File: src/hw/rtl/sva_pkg.sv
// Shared types and constants for the sound voice allocator.
package sva_pkg;

    localparam int CHANNELS_DEF = 8;
    localparam int CH_IDX_W     = 5;
    localparam int CHANNEL_W    = 3;
    localparam int ID_W         = 15;
    localparam int AMP_W        = 8;
    localparam int PERS_W       = 15;
    localparam int PRIO_W       = 3;
    localparam int TICK_W       = 32;
    localparam int SND_W        = 16;
    localparam int AGE_W        = 32;
    localparam int MVOL_W       = 4;
    localparam int VOL_SHIFT    = 3;
    localparam int PROD_W       = AMP_W + MVOL_W;

    localparam logic [SND_W-1:0]  NO_SOUND      = '1;
    localparam logic [PRIO_W-1:0] PRIO_VERY_LOW = PRIO_W'(1);
    localparam logic [AGE_W-1:0]  AGE_MAX       = {1'b0, {(AGE_W-1){1'b1}}};
    localparam logic [MVOL_W-1:0] MVOL_RESET    = MVOL_W'(8);

    typedef enum logic [2:0] {
        ST_IDLE,
        ST_AGE,
        ST_LAUNCH,
        ST_SCAN,
        ST_DONE
    } state_t;

    typedef enum logic {
        REG_SOUND_ENABLED = 1'b0,
        REG_MASTER_VOLUME = 1'b1
    } cfg_reg_t;

    // request fields broadcast to every cell during the scan
    typedef struct packed {
        logic              p1_en;
        logic [ID_W-1:0]   id;
        logic [AMP_W-1:0]  amp;
        logic [PRIO_W-1:0] prio;
    } req_t;

    typedef struct packed {
        logic              en;
        logic [TICK_W-1:0] elapsed;
    } age_upd_t;

    typedef struct packed {
        logic                en;
        logic [CH_IDX_W-1:0] idx;
        logic [ID_W-1:0]     id;
        logic [AMP_W-1:0]    amp;
        logic [PRIO_W-1:0]   prio;
        logic [AGE_W-1:0]    age;
    } stamp_t;

    // search token walking the chain: one found flag and index per pass
    typedef struct packed {
        logic                    valid;
        logic                    f1;
        logic [CH_IDX_W-1:0]     i1;
        logic                    f2;
        logic [CH_IDX_W-1:0]     i2;
        logic                    f3;
        logic [CH_IDX_W-1:0]     i3;
        logic                    f4;
        logic [CH_IDX_W-1:0]     i4;
        logic signed [AGE_W-1:0] best_age;
    } tok_t;

endpackage

File: src/hw/rtl/sva_cell.sv
// One voice channel: holds its state and folds its candidacy into the passing token.
module sva_cell (
    input  logic                          clk,
    input  logic                          rst_n,
    input  logic [sva_pkg::CH_IDX_W-1:0]  cell_idx,
    input  sva_pkg::req_t                 req,
    input  sva_pkg::age_upd_t             age_upd,
    input  sva_pkg::stamp_t               stamp,
    input  sva_pkg::tok_t                 tok_in,
    output sva_pkg::tok_t                 tok_out
);
    import sva_pkg::*;

    logic [SND_W-1:0]         sound_reg;
    logic [AMP_W-1:0]         vol_reg;
    logic [PRIO_W-1:0]        prio_reg;
    logic signed [AGE_W-1:0]  age_reg;
    tok_t                     tok_reg;
    tok_t                     tok_next;

    logic [AGE_W+1:0]         age_sum;
    logic                     age_sat;
    logic [AGE_W-1:0]         age_added;
    logic                     hit1;
    logic                     hit2;
    logic                     hit3;
    logic                     hit4;

    // signed age plus unsigned elapsed, saturating at the positive limit
    always_comb
    begin
        age_sum   = {{2{age_reg[AGE_W-1]}}, age_reg} + {2'b00, age_upd.elapsed};
        age_sat   = !age_sum[AGE_W+1] && (age_sum[AGE_W:AGE_W-1] != 2'b00);
        age_added = age_sat ? AGE_MAX : age_sum[AGE_W-1:0];
    end

    always_comb
    begin
        hit1 = req.p1_en && (sound_reg == {1'b0, req.id}) && (vol_reg <= req.amp);
        hit2 = vol_reg < req.amp;
        hit3 = prio_reg < req.prio;
        hit4 = age_reg > tok_in.best_age;

        tok_next = tok_in;
        if (!tok_in.f1 && hit1)
        begin
            tok_next.f1 = 1'b1;
            tok_next.i1 = cell_idx;
        end
        if (!tok_in.f2 && hit2)
        begin
            tok_next.f2 = 1'b1;
            tok_next.i2 = cell_idx;
        end
        if (!tok_in.f3 && hit3)
        begin
            tok_next.f3 = 1'b1;
            tok_next.i3 = cell_idx;
        end
        // strict compare keeps the lowest index on a tie
        if (hit4)
        begin
            tok_next.f4       = 1'b1;
            tok_next.i4       = cell_idx;
            tok_next.best_age = age_reg;
        end
    end

    always_ff @(posedge clk or negedge rst_n)
    begin
        if (!rst_n)
        begin
            sound_reg <= NO_SOUND;
            vol_reg   <= '0;
            prio_reg  <= '0;
            age_reg   <= '0;
            tok_reg   <= '0;
        end
        else
        begin
            tok_reg <= tok_next;
            if (stamp.en && (stamp.idx == cell_idx))
            begin
                sound_reg <= {1'b0, stamp.id};
                vol_reg   <= stamp.amp;
                prio_reg  <= stamp.prio;
                age_reg   <= stamp.age;
            end
            else if (age_upd.en)
            begin
                age_reg <= age_added;
            end
        end
    end

    assign tok_out = tok_reg;

endmodule

File: src/hw/rtl/sva_ctrl.sv
// Request sequencer: takes a beat, ages, scans unless refused, stamps a grant, reports.
module sva_ctrl #(
    parameter int CHANNELS = sva_pkg::CHANNELS_DEF
) (
    input  logic                           clk,
    input  logic                           rst_n,
    input  logic                           in_valid,
    output logic                           in_stall,
    input  logic [sva_pkg::ID_W-1:0]       sound_id,
    input  logic [sva_pkg::AMP_W-1:0]      amplitude,
    input  logic [sva_pkg::PERS_W-1:0]     persistence,
    input  logic [sva_pkg::PRIO_W-1:0]     priority_req,
    input  logic [sva_pkg::TICK_W-1:0]     now_tick,
    input  logic                           sound_loaded,
    input  logic                           sound_enabled,
    input  logic [sva_pkg::MVOL_W-1:0]     master_volume,
    output logic                           out_valid,
    input  logic                           out_stall,
    output logic                           granted,
    output logic [sva_pkg::CHANNEL_W-1:0]  channel,
    output logic [sva_pkg::AMP_W-1:0]      channel_volume,
    output sva_pkg::req_t                  req,
    output sva_pkg::age_upd_t              age_upd,
    output sva_pkg::stamp_t                stamp,
    output sva_pkg::tok_t                  head_tok,
    input  sva_pkg::tok_t                  tail_tok
);
    import sva_pkg::*;

    state_t                state_reg;
    state_t                state_next;
    logic [ID_W-1:0]       id_reg;
    logic [AMP_W-1:0]      amp_reg;
    logic [PERS_W-1:0]     pers_reg;
    logic [PRIO_W-1:0]     prio_reg;
    logic [TICK_W-1:0]     now_reg;
    logic                  loaded_reg;
    logic [TICK_W-1:0]     last_tick_reg;
    logic [TICK_W-1:0]     last_tick_next;
    logic                  grant_reg;
    logic                  grant_next;
    logic [CH_IDX_W-1:0]   pick_reg;
    logic [CH_IDX_W-1:0]   pick_next;
    logic                  out_valid_reg;
    logic                  out_valid_next;
    logic                  granted_reg;
    logic [CHANNEL_W-1:0]  channel_reg;
    logic [AMP_W-1:0]      chvol_reg;

    logic                  accept;
    logic                  reject;
    logic                  out_free;
    logic                  out_load;
    logic                  found;
    logic [CH_IDX_W-1:0]   found_idx;
    logic [PROD_W-1:0]     prod;
    logic [PROD_W-1:0]     scaled;
    logic [AMP_W-1:0]      vol_sat;

    assign in_stall = (state_reg != ST_IDLE);
    assign accept   = in_valid && !in_stall;
    assign reject   = !sound_enabled || (master_volume == '0) || (amplitude == '0);
    assign out_free = !out_valid_reg || !out_stall;

    // pass priority: same id, quieter channel, lower priority, oldest
    always_comb
    begin
        found     = 1'b1;
        found_idx = tail_tok.i4;
        if (tail_tok.f1)
            found_idx = tail_tok.i1;
        else if (tail_tok.f2)
            found_idx = tail_tok.i2;
        else if (tail_tok.f3)
            found_idx = tail_tok.i3;
        else if (!tail_tok.f4)
            found = 1'b0;
    end

    always_comb
    begin
        prod    = PROD_W'(amp_reg) * PROD_W'(master_volume);
        scaled  = prod >> VOL_SHIFT;
        vol_sat = (scaled > PROD_W'({AMP_W{1'b1}})) ? '1 : scaled[AMP_W-1:0];
    end

    assign req.p1_en = prio_reg > PRIO_VERY_LOW;
    assign req.id    = id_reg;
    assign req.amp   = amp_reg;
    assign req.prio  = prio_reg;

    always_comb
    begin
        state_next     = state_reg;
        last_tick_next = last_tick_reg;
        grant_next     = grant_reg;
        pick_next      = pick_reg;
        out_load       = 1'b0;
        age_upd.en     = 1'b0;
        age_upd.elapsed = now_reg - last_tick_reg;
        head_tok       = '0;
        stamp.en       = 1'b0;
        stamp.idx      = pick_reg;
        stamp.id       = id_reg;
        stamp.amp      = amp_reg;
        stamp.prio     = prio_reg;
        stamp.age      = AGE_W'(0) - AGE_W'(pers_reg);

        case (state_reg)
            ST_IDLE:
            begin
                if (accept)
                begin
                    grant_next = 1'b0;
                    state_next = reject ? ST_DONE : ST_AGE;
                end
            end
            ST_AGE:
            begin
                age_upd.en     = 1'b1;
                last_tick_next = now_reg;
                state_next     = ST_LAUNCH;
            end
            ST_LAUNCH:
            begin
                head_tok.valid = 1'b1;
                state_next     = ST_SCAN;
            end
            ST_SCAN:
            begin
                if (tail_tok.valid)
                begin
                    grant_next = found && loaded_reg;
                    pick_next  = found_idx;
                    state_next = ST_DONE;
                end
            end
            ST_DONE:
            begin
                if (out_free)
                begin
                    out_load   = 1'b1;
                    stamp.en   = grant_reg;
                    state_next = ST_IDLE;
                end
            end
            default:
            begin
                state_next = ST_IDLE;
            end
        endcase

        if (out_load)
            out_valid_next = 1'b1;
        else if (out_valid_reg && !out_stall)
            out_valid_next = 1'b0;
        else
            out_valid_next = out_valid_reg;
    end

    always_ff @(posedge clk or negedge rst_n)
    begin
        if (!rst_n)
        begin
            state_reg     <= ST_IDLE;
            last_tick_reg <= '0;
            grant_reg     <= 1'b0;
            pick_reg      <= '0;
            out_valid_reg <= 1'b0;
        end
        else
        begin
            state_reg     <= state_next;
            last_tick_reg <= last_tick_next;
            grant_reg     <= grant_next;
            pick_reg      <= pick_next;
            out_valid_reg <= out_valid_next;
        end
    end

    always_ff @(posedge clk)
    begin
        if (accept)
        begin
            id_reg     <= sound_id;
            amp_reg    <= amplitude;
            pers_reg   <= persistence;
            prio_reg   <= priority_req;
            now_reg    <= now_tick;
            loaded_reg <= sound_loaded;
        end
        if (out_load)
        begin
            granted_reg <= grant_reg;
            channel_reg <= grant_reg ? pick_reg[CHANNEL_W-1:0] : '0;
            chvol_reg   <= grant_reg ? vol_sat : '0;
        end
    end

    assign out_valid      = out_valid_reg;
    assign granted        = granted_reg;
    assign channel        = channel_reg;
    assign channel_volume = chvol_reg;

`ifndef ASSERT_OFF
    a_tail_in_scan: assert property (@(posedge clk) disable iff (!rst_n)
        tail_tok.valid |-> state_reg == ST_SCAN)
        else $error("scan token left the chain outside the scan");

    a_pick_range: assert property (@(posedge clk) disable iff (!rst_n)
        (state_reg == ST_DONE && grant_reg) |-> (int'(pick_reg) < CHANNELS))
        else $error("granted channel beyond the pool");

    a_reject_fast: assert property (@(posedge clk) disable iff (!rst_n)
        (accept && reject) |=> state_reg == ST_DONE)
        else $error("rejected request went through the scan");

    a_idle_result: assert property (@(posedge clk) disable iff (!rst_n)
        (out_valid && !granted) |-> (channel == '0 && channel_volume == '0))
        else $error("refused beat carries a channel or volume");
`endif

endmodule

File: src/hw/rtl/sound_voice_allocator.sv
// Top level: configuration registers, the sequencer and the chain of channel cells.
//
// Each request goes through these steps from its input beat to its result:
// the elapsed ticks are added to every channel age, the search token is
// launched, the token walks the chain of channel cells (one cell per
// cycle), and the sequencer picks the channel, stamps it if granted and
// loads the output register. A request refused by the enable, master
// volume or zero amplitude skips the aging and the scan. One request is
// in work at a time; the next may be taken while a finished result still
// waits in the output register. Configuration writes are always ready.
module sound_voice_allocator #(
    parameter int CHANNELS = sva_pkg::CHANNELS_DEF
) (
    input  logic                           clk,
    input  logic                           rst_n,
    input  logic                           in_valid,
    output logic                           in_stall,
    input  logic [sva_pkg::ID_W-1:0]       sound_id,
    input  logic [sva_pkg::AMP_W-1:0]      amplitude,
    input  logic [sva_pkg::PERS_W-1:0]     persistence,
    input  logic [sva_pkg::PRIO_W-1:0]     priority_req,
    input  logic [sva_pkg::TICK_W-1:0]     now_tick,
    input  logic                           sound_loaded,
    output logic                           out_valid,
    input  logic                           out_stall,
    output logic                           granted,
    output logic [sva_pkg::CHANNEL_W-1:0]  channel,
    output logic [sva_pkg::AMP_W-1:0]      channel_volume,
    input  logic                           cfg_valid,
    output logic                           cfg_ready,
    input  logic                           cfg_index,
    input  logic [sva_pkg::MVOL_W-1:0]     cfg_data
);
    import sva_pkg::*;

    logic               enabled_reg;
    logic [MVOL_W-1:0]  mvol_reg;
    req_t               req;
    age_upd_t           age_upd;
    stamp_t             stamp;
    tok_t               chain [CHANNELS+1];

    assign cfg_ready = 1'b1;

    always_ff @(posedge clk or negedge rst_n)
    begin
        if (!rst_n)
        begin
            enabled_reg <= 1'b1;
            mvol_reg    <= MVOL_RESET;
        end
        else if (cfg_valid && cfg_ready)
        begin
            case (cfg_reg_t'(cfg_index))
                REG_SOUND_ENABLED: enabled_reg <= cfg_data[0];
                REG_MASTER_VOLUME: mvol_reg    <= cfg_data;
                default:           mvol_reg    <= mvol_reg;
            endcase
        end
    end

    sva_ctrl #(
        .CHANNELS (CHANNELS)
    ) u_ctrl (
        .clk            (clk),
        .rst_n          (rst_n),
        .in_valid       (in_valid),
        .in_stall       (in_stall),
        .sound_id       (sound_id),
        .amplitude      (amplitude),
        .persistence    (persistence),
        .priority_req   (priority_req),
        .now_tick       (now_tick),
        .sound_loaded   (sound_loaded),
        .sound_enabled  (enabled_reg),
        .master_volume  (mvol_reg),
        .out_valid      (out_valid),
        .out_stall      (out_stall),
        .granted        (granted),
        .channel        (channel),
        .channel_volume (channel_volume),
        .req            (req),
        .age_upd        (age_upd),
        .stamp          (stamp),
        .head_tok       (chain[0]),
        .tail_tok       (chain[CHANNELS])
    );

    for (genvar i = 0; i < CHANNELS; i++)
    begin : g_cell
        sva_cell u_cell (
            .clk      (clk),
            .rst_n    (rst_n),
            .cell_idx (CH_IDX_W'(i)),
            .req      (req),
            .age_upd  (age_upd),
            .stamp    (stamp),
            .tok_in   (chain[i]),
            .tok_out  (chain[i+1])
        );
    end

endmodule
File: config.mk
export PLATFORM = sky130hd
export DESIGN_NAME = sound_voice_allocator
export DESIGN_NICKNAME = d
export VERILOG_FILES = /design/src/hw/rtl/sva_pkg.sv /design/src/hw/rtl/sva_cell.sv /design/src/hw/rtl/sva_ctrl.sv /design/src/hw/rtl/sound_voice_allocator.sv
export SDC_FILE = /design/constraint.sdc
export NUM_CORES = 2
export LEC_CHECK = 0
export ABC_AREA = 1
export BUFFER_PORTS_ARGS = -buffer_cell sky130_fd_sc_hd__buf_2
export CAP_MARGIN = 30
export CORE_MARGIN = 3
export CORE_UTILIZATION = 40
export CTS_CLUSTER_SIZE = 40
export DETAILED_ROUTE_END_ITERATION = 10
export PLACE_DENSITY = 0.53
export SETUP_SLACK_MARGIN = 0.02
export SYNTH_ARGS = -nofsm -noshare
export SYNTH_HDL_FRONTEND = slang
export SYNTH_SLANG_ARGS = --single-unit
File: constraint.sdc
create_clock -name clk -period 4.12 [get_ports clk]
set_clock_uncertainty 0.15 [all_clocks]
set_input_delay 0 -clock clk [delete_from_list [all_inputs] [get_ports clk]]
set_output_delay 0 -clock clk [all_outputs]
set_load 0.05 [all_outputs]
# Word level (Yosys, flattened, before mapping)
# Cells that the tools add are included.
# Widths: inputs -> output; s select.
[totals]
elab_cells = 395
reg_bits = 1029
[op_classes]
n_mul = 1
reduce_logical = 120
magnitude_cmp = 34
n_eq_ne = 22
muxes = 80
bitwise = 1
add_sub_neg = 10
[op_table]
columns = ["op", "n"]
rows = [
  ["$mux 32", 24],
  ["$mux 38", 8],
  ["$add 32x33->34", 8],
  ["$gt 32x32->1", 7],
  ["$mux 6", 24],
  ["$eq 16x15->1", 8],
  ["$le 8x8->1", 8],
  ["$lt 8x8->1", 8],
  ["$logic_and 1x1->1", 56],
  ["$reduce_bool 2->1", 18],
  ["$logic_not 1->1", 33],
  ["$gt 32x1->1 const B", 1],
  ["$sub 32x32->32", 1],
  ["$lt 3x3->1", 8],
  ["$eq 5x3->1 const B", 4],
  ["$sub 1x15->16 const A", 1],
  ["$mux 5", 3],
  ["$pmux 3 s5", 1],
  ["$mux 1", 14],
  ["$mul 8x4->12", 1],
  ["$mux 3", 4],
  ["$eq 5x2->1 const B", 2],
  ["$gt 9x8->1 const B", 1],
  ["$logic_not 8->1", 1],
  ["other kinds (16)", 24],
]

# Depth between registers and ports, before layout
[depth]
word_depth = 7
mapped_depth = 30
ltp_nobuf = 29

# Cells and area by module
# A second synthesis with hierarchy kept.
[unflattened]
hier_cells = 11080
hier_area_um2 = 78670.5
[modules_own_cells]
columns = ["module", "area_each_um2", "n_inst", "cells_per_inst"]
rows = [
  ["sva_cell at g_cell[0].u_cell ...", 8622.0, 5, 1236],
  ["sva_ctrl", 9031.2, 1, 1173],
  ["sva_cell at g_cell[6].u_cell", 8871.0, 1, 1243],
  ["sva_cell at g_cell[7].u_cell", 8787.2, 1, 1225],
  ["sva_cell at g_cell[1].u_cell", 8652.0, 1, 1233],
  ["sound_voice_allocator", 219.0, 1, 26],
]

# Least setup slack after synthesis
# Ideal clock, no wire load.
[synth_timing]
path_kind = "register -> register"
from = "register u_ctrl.state_reg[2]"
to = "register u_ctrl.amp_reg[0], enable pin"
setup_slack_ps = -608
setup_ps = 507
path_stages_with_launch = 6
required_ps = 3463
arrival_ps = 4071
path_cell_list = "dfrtp_1 -> nor2_1 -> inv_1 -> nor2_1 -> inv_1 -> nor2_1"
[synth_via]
elab_chain_cells = 3
[synth_lines]
columns = ["element", "line", "source"]
rows = [
  ["start, declared", "sva_ctrl.sv:30", "state_t state_reg;"],
  ["start signal, assigned", "sva_ctrl.sv:173", "state_reg <= state_next;"],
  ["$reduce_bool 3->1", "sva_ctrl.sv:60", "assign in_stall = (state_reg != ST_IDLE);"],
  ["named net in_stall", "sound_voice_allocator.sv:17", "output logic in_stall,"],
  ["$logic_not 1->1", "sva_ctrl.sv:61", "assign accept = in_valid && !in_stall;"],
  ["$logic_and 1x1->1", "sva_ctrl.sv:61", ""],
  ["named net u_ctrl.accept", "sva_ctrl.sv:50", "logic accept;"],
  ["end signal, assigned", "sva_ctrl.sv:186", "amp_reg <= amplitude;"],
  ["end, declared", "sva_ctrl.sv:33", "logic [AMP_W-1:0] amp_reg;"],
]
# The timed path passes the listed nets, and every way through them passes these cells.
# A chain may end at the register's enable or synchronous reset.

# Final worst setup path
[layout_timing]
from = "register u_ctrl.now_reg[0]"
to = "register g_cell[7].u_cell.age_reg[27]"
[layout_via]
elab_chain_cells = 7
word_cells_on_any_way = 8
cone_classes = "2 x add/sub; 3 x mux; 3 x reduce/logical"
[layout_lines]
columns = ["element", "line", "source"]
rows = [
  ["start, declared", "sva_ctrl.sv:36", "logic [TICK_W-1:0] now_reg;"],
  ["start signal, assigned", "sva_ctrl.sv:189", "now_reg <= now_tick;"],
  ["$sub 32x32->32 *", "sva_ctrl.sv:100", "age_upd.elapsed = now_reg - last_tick_reg;"],
  ["$add 32x33->34 *", "sva_cell.sv:32", "age_sum = {{2{age_reg[AGE_W-1]}}, age_reg} + {2'b00, age_upd.elapsed};"],
  ["$reduce_bool 2->1 / $logic_not 1->1 (equally long branches)", "sva_cell.sv:33", "age_sat = !age_sum[AGE_W+1] && (age_sum[AGE_W:AGE_W-1] != 2'b00);"],
  ["$logic_and 1x1->1", "sva_cell.sv:33", ""],
  ["$mux 32 *", "sva_cell.sv:34", "age_added = age_sat ? AGE_MAX : age_sum[AGE_W-1:0];"],
  ["$mux 32 *", "sva_cell.sv:89", "else if (age_upd.en)"],
  ["$mux 32 *", "sva_cell.sv:82", "if (stamp.en && (stamp.idx == cell_idx))"],
  ["end signal, assigned", "sva_cell.sv:87", "age_reg <= stamp.age;"],
  ["end signal, assigned", "sva_cell.sv:91", "age_reg <= age_added;"],
  ["end, declared", "sva_cell.sv:17", "logic signed [AGE_W-1:0] age_reg;"],
]
# Mark *: on every way between the ends. The rest lies on a longest branch, timed or not. The select of a mux whose other input is x is not followed.

==> results.toml <==
[clock_network]
cts-buffers-inserted = 114
clkLatencyLatePin_ns = 0.81
max-clock-path-buffers = 3
htree_levels = 3
cts_tree = "done"
root_buffer = "clkbuf_16"
clkSinkCount = 935
clkTransAtPathRegs_ns = 0.06

[floorplan]
start_util_pct = 40.5
die_x_um = 416
dieArea_um2 = 173000
rows = 149
core_area_um2 = 166000
die_y_um = 416
num_io_pins = 99

[logic_synthesis]
synthDistinctLibCells = 55
yosysMostFrequentCell = "nand2_1"
yosys-top-cells-count = "3,524 x nand2_1, 1,247 x inv_1, 719 x dfrtp_1, 623 x nor2_1, 622 x ha_1"
netlist.area_leader.share_pct = 26.8
synth_area_leader_cell = "dfrtp_1"
syn_inst = 9519
ys_seq_area_share_pct = 35.7
synth-seq-cells = 935
ys_warn_count = 0
synthTopCellsByArea = "dfrtp_1 27%, nand2_1 20%, ha_1 12%"
synth_edf_count = 86
syn_area_per_cell_um2 = 7.06
synthFlopType = "dfrtp_1"
syn-num-nets = 10200
async_flop_share_pct = 90.8
synth.cell_area_um2 = 67200

[grt]
grt_max_degree = 105
grt_pass1_wl_um = 378000
antenna_found_initial = 11
grt_pass1_vias = 63200
grtUsageTotal_pct = 28.2
gr-total-overflow = 0

[finish]
drive_gt1_share_pct = 18.6
fin_area_um2 = 87100
largest_register_ffs = 332
fillers = 16300
area_growth_pct = 29.7
nNetsFinal = 11500

[worst_setup_path]
cp_slowest_stage_delay_ns = 0.38
path_class = "reg2reg"
crit_buf_inv = 10
r2r_end = "g_cell[7].u_cell.age_reg[27]$_DFFE_PN0P_"
cp_top_family = "simple AND/OR/NAND/NOR gates"
cp_max_fo = 7
cp_slowest_cell = "edfxtp_1"
start_kind = "flip-flop"
arrival_ns = 4.80
crit_required_ns = 4.59
r2r-start = "u_ctrl.now_reg[0]$_DFFE_PP_"
crit_path_frequent_cell = "nand2_1"
reg2reg_slack_ns = -0.21
cp-end-kind = "flip-flop"
rr_worst_depth = 32

[hold_path]
min_path_type = "in2reg"
holdPathEnd = "u_ctrl.state_reg[0]$_DFFE_PN0P_"
whs_path_depth = 6
hold_start = "in_valid"

[detailed_routing]
drtIter0Drc = 5037
routed_wl_um = 250000
firstDrtPassIters = 6
wire_per_inst_um = 19.2
postRouteAntennaNets = 0
top_layer = "met4"
via_per_inst = 5.06
drt-met1-wl_um = 111000
wl_met2_um = 117000
drc_errors = 0
vias = 65900
wl_met3_um = 12300

[placed_design]
place_congestion = 0.954
place_hpwl_um = 187000
port_buffers = 97
place_area_um2 = 78300

[sta]
layout_min_cycle_time_ns = 4.33
slew_headroom_pct = 29.4
slew_viol_final = 0
setup_slack_ns = -0.210
finalHoldViolations = 0
rsz0062_at_grt = "true"
tightest_slew_ns = 1.05
clock.fmax_mhz = 231
setup-violations-final = 248
timing.final.crit_share_pct = 105

[status]
violations = "negative setup slack"
outcome = "finished with violations"

[job]
max-cap-violations = 0
==> how the worst max path moves through the flow <==
stage / slack [ns] / cells after the start / startpoint / endpoint
6_report: -0.21 / 32 / u_ctrl.now_reg[0]$_DFFE_PP_ / g_cell[7].u_cell.age_reg[27]$_DFFE_PN0P_
5_1_grt: -0.45 / 30 / u_ctrl.now_reg[0]$_DFFE_PP_ / g_cell[7].u_cell.age_reg[16]$_DFFE_PN0P_
4_1_cts: -0.19 / 25 / u_ctrl.now_reg[13]$_DFFE_PP_ / g_cell[2].u_cell.age_reg[20]$_DFFE_PN0P_
3_5_place_dp: -0.42 / 27 / u_ctrl.now_reg[13]$_DFFE_PP_ / g_cell[7].u_cell.age_reg[17]$_DFFE_PN0P_
3_3_place_gp: -0.42 / 27 / u_ctrl.now_reg[13]$_DFFE_PP_ / g_cell[7].u_cell.age_reg[18]$_DFFE_PN0P_
2_1_floorplan: 0.06 / 25 / u_ctrl.now_reg[0]$_DFFE_PP_ / g_cell[7].u_cell.age_reg[6]$_DFFE_PN0P_
==> stage by stage <==
stage	hold WS, ns	util (%)	instances	setup TNS, ns	setup slack, ns
2_1_floorplan	-0.446	-	9519	0	0.0594
4_1_cts	0.0661	51.3	13000	-25.92	-0.193
3_3_place_gp	-0.0300	47.1	12600	-67.38	-0.423
5_1_grt	0.138	52.5	13000	-88.26	-0.450
3_5_place_dp	-0.0171	47.2	12600	-78.45	-0.417
6_report	0.136	52.5	13000	-25.75	-0.210
==> tightest hold or removal path, delay by kind of cell <==
family / cells / cell delay [ns]
and+or+nand+nor: 2 / 0.12
buffers and inverters: 2 / 0.65
AOI/OAI and AO/OA: 2 / 0.25
==> placed cells by master (no fill, tap or decap), drive strengths merged, types with 60 or more instances in the layout <==
master / instances
a21oi: 521
edfxtp: 86
nand4: 205
inv: 1269
nor3: 90
dlygate4sd3: 169
o21ai: 452
ha: 622
nand3b: 60
nand2: 3534
xor2: 196
xnor2: 84
dfstp: 130
o21bai: 99
clkbuf: 154
dfrtp: 719
nand3: 312
nor2: 629
buf: 1162
==> area by class of cell <==
class	instances	area [um2]	share of cell area (%)
Tap cell	2189	2740	3.14
Multi-Input combinational cell	7060	40000	45.9
Clock buffer	142	3140	3.60
Inverter	1274	4780	5.49
Antenna cell	4	10.0	0.0115
Sequential cell	935	24000	27.5
Clock inverter	75	960	1.10
Timing Repair Buffer	1343	11500	13.2
==> kinds of logic (layout without fill, tap and decap cells) <==
logic type / count (synthesis) / count (layout) / synth area share, %
compound gates: 1185 / 1185 / 9.64
simple gates: 4944 / 4944 / 30.0
mux: 6 / 6 / 0.0950
fa+ha+maj: 643 / 643 / 12.2
other cells: 2 / 6 / 0.0112
buf+inv: 1524 / 2834 / 8.68
flops: 935 / 935 / 35.7
xor+xnor: 280 / 280 / 3.65
==> layer usage <==
| layer | vias to the layer above | GRT usage [%] |
|---|---|---|
| met2 | 1633 | 47.3 |
| li1 | 32800 | - |
| met4 | 0 | 9.19 |
| met5 | - | 0 |
| met1 | 31100 | 37.9 |
| met3 | 346 | 2.96 |
==> what timing repair did <==
item | in CTS | in global routing
pin swaps | 20 | 73
hold buffers | 170 | 0
endpoints found under the setup margin | 256 | 261
cloned | 6 | 12
endpoints found under the hold margin | 860 | 0
setup buffers | 12 | 23
resized for setup | 152 | 338
Power is left out: the tool's default activity adds up to more than one toggle a clock period on the data nets, which glitch-free logic cannot reach.
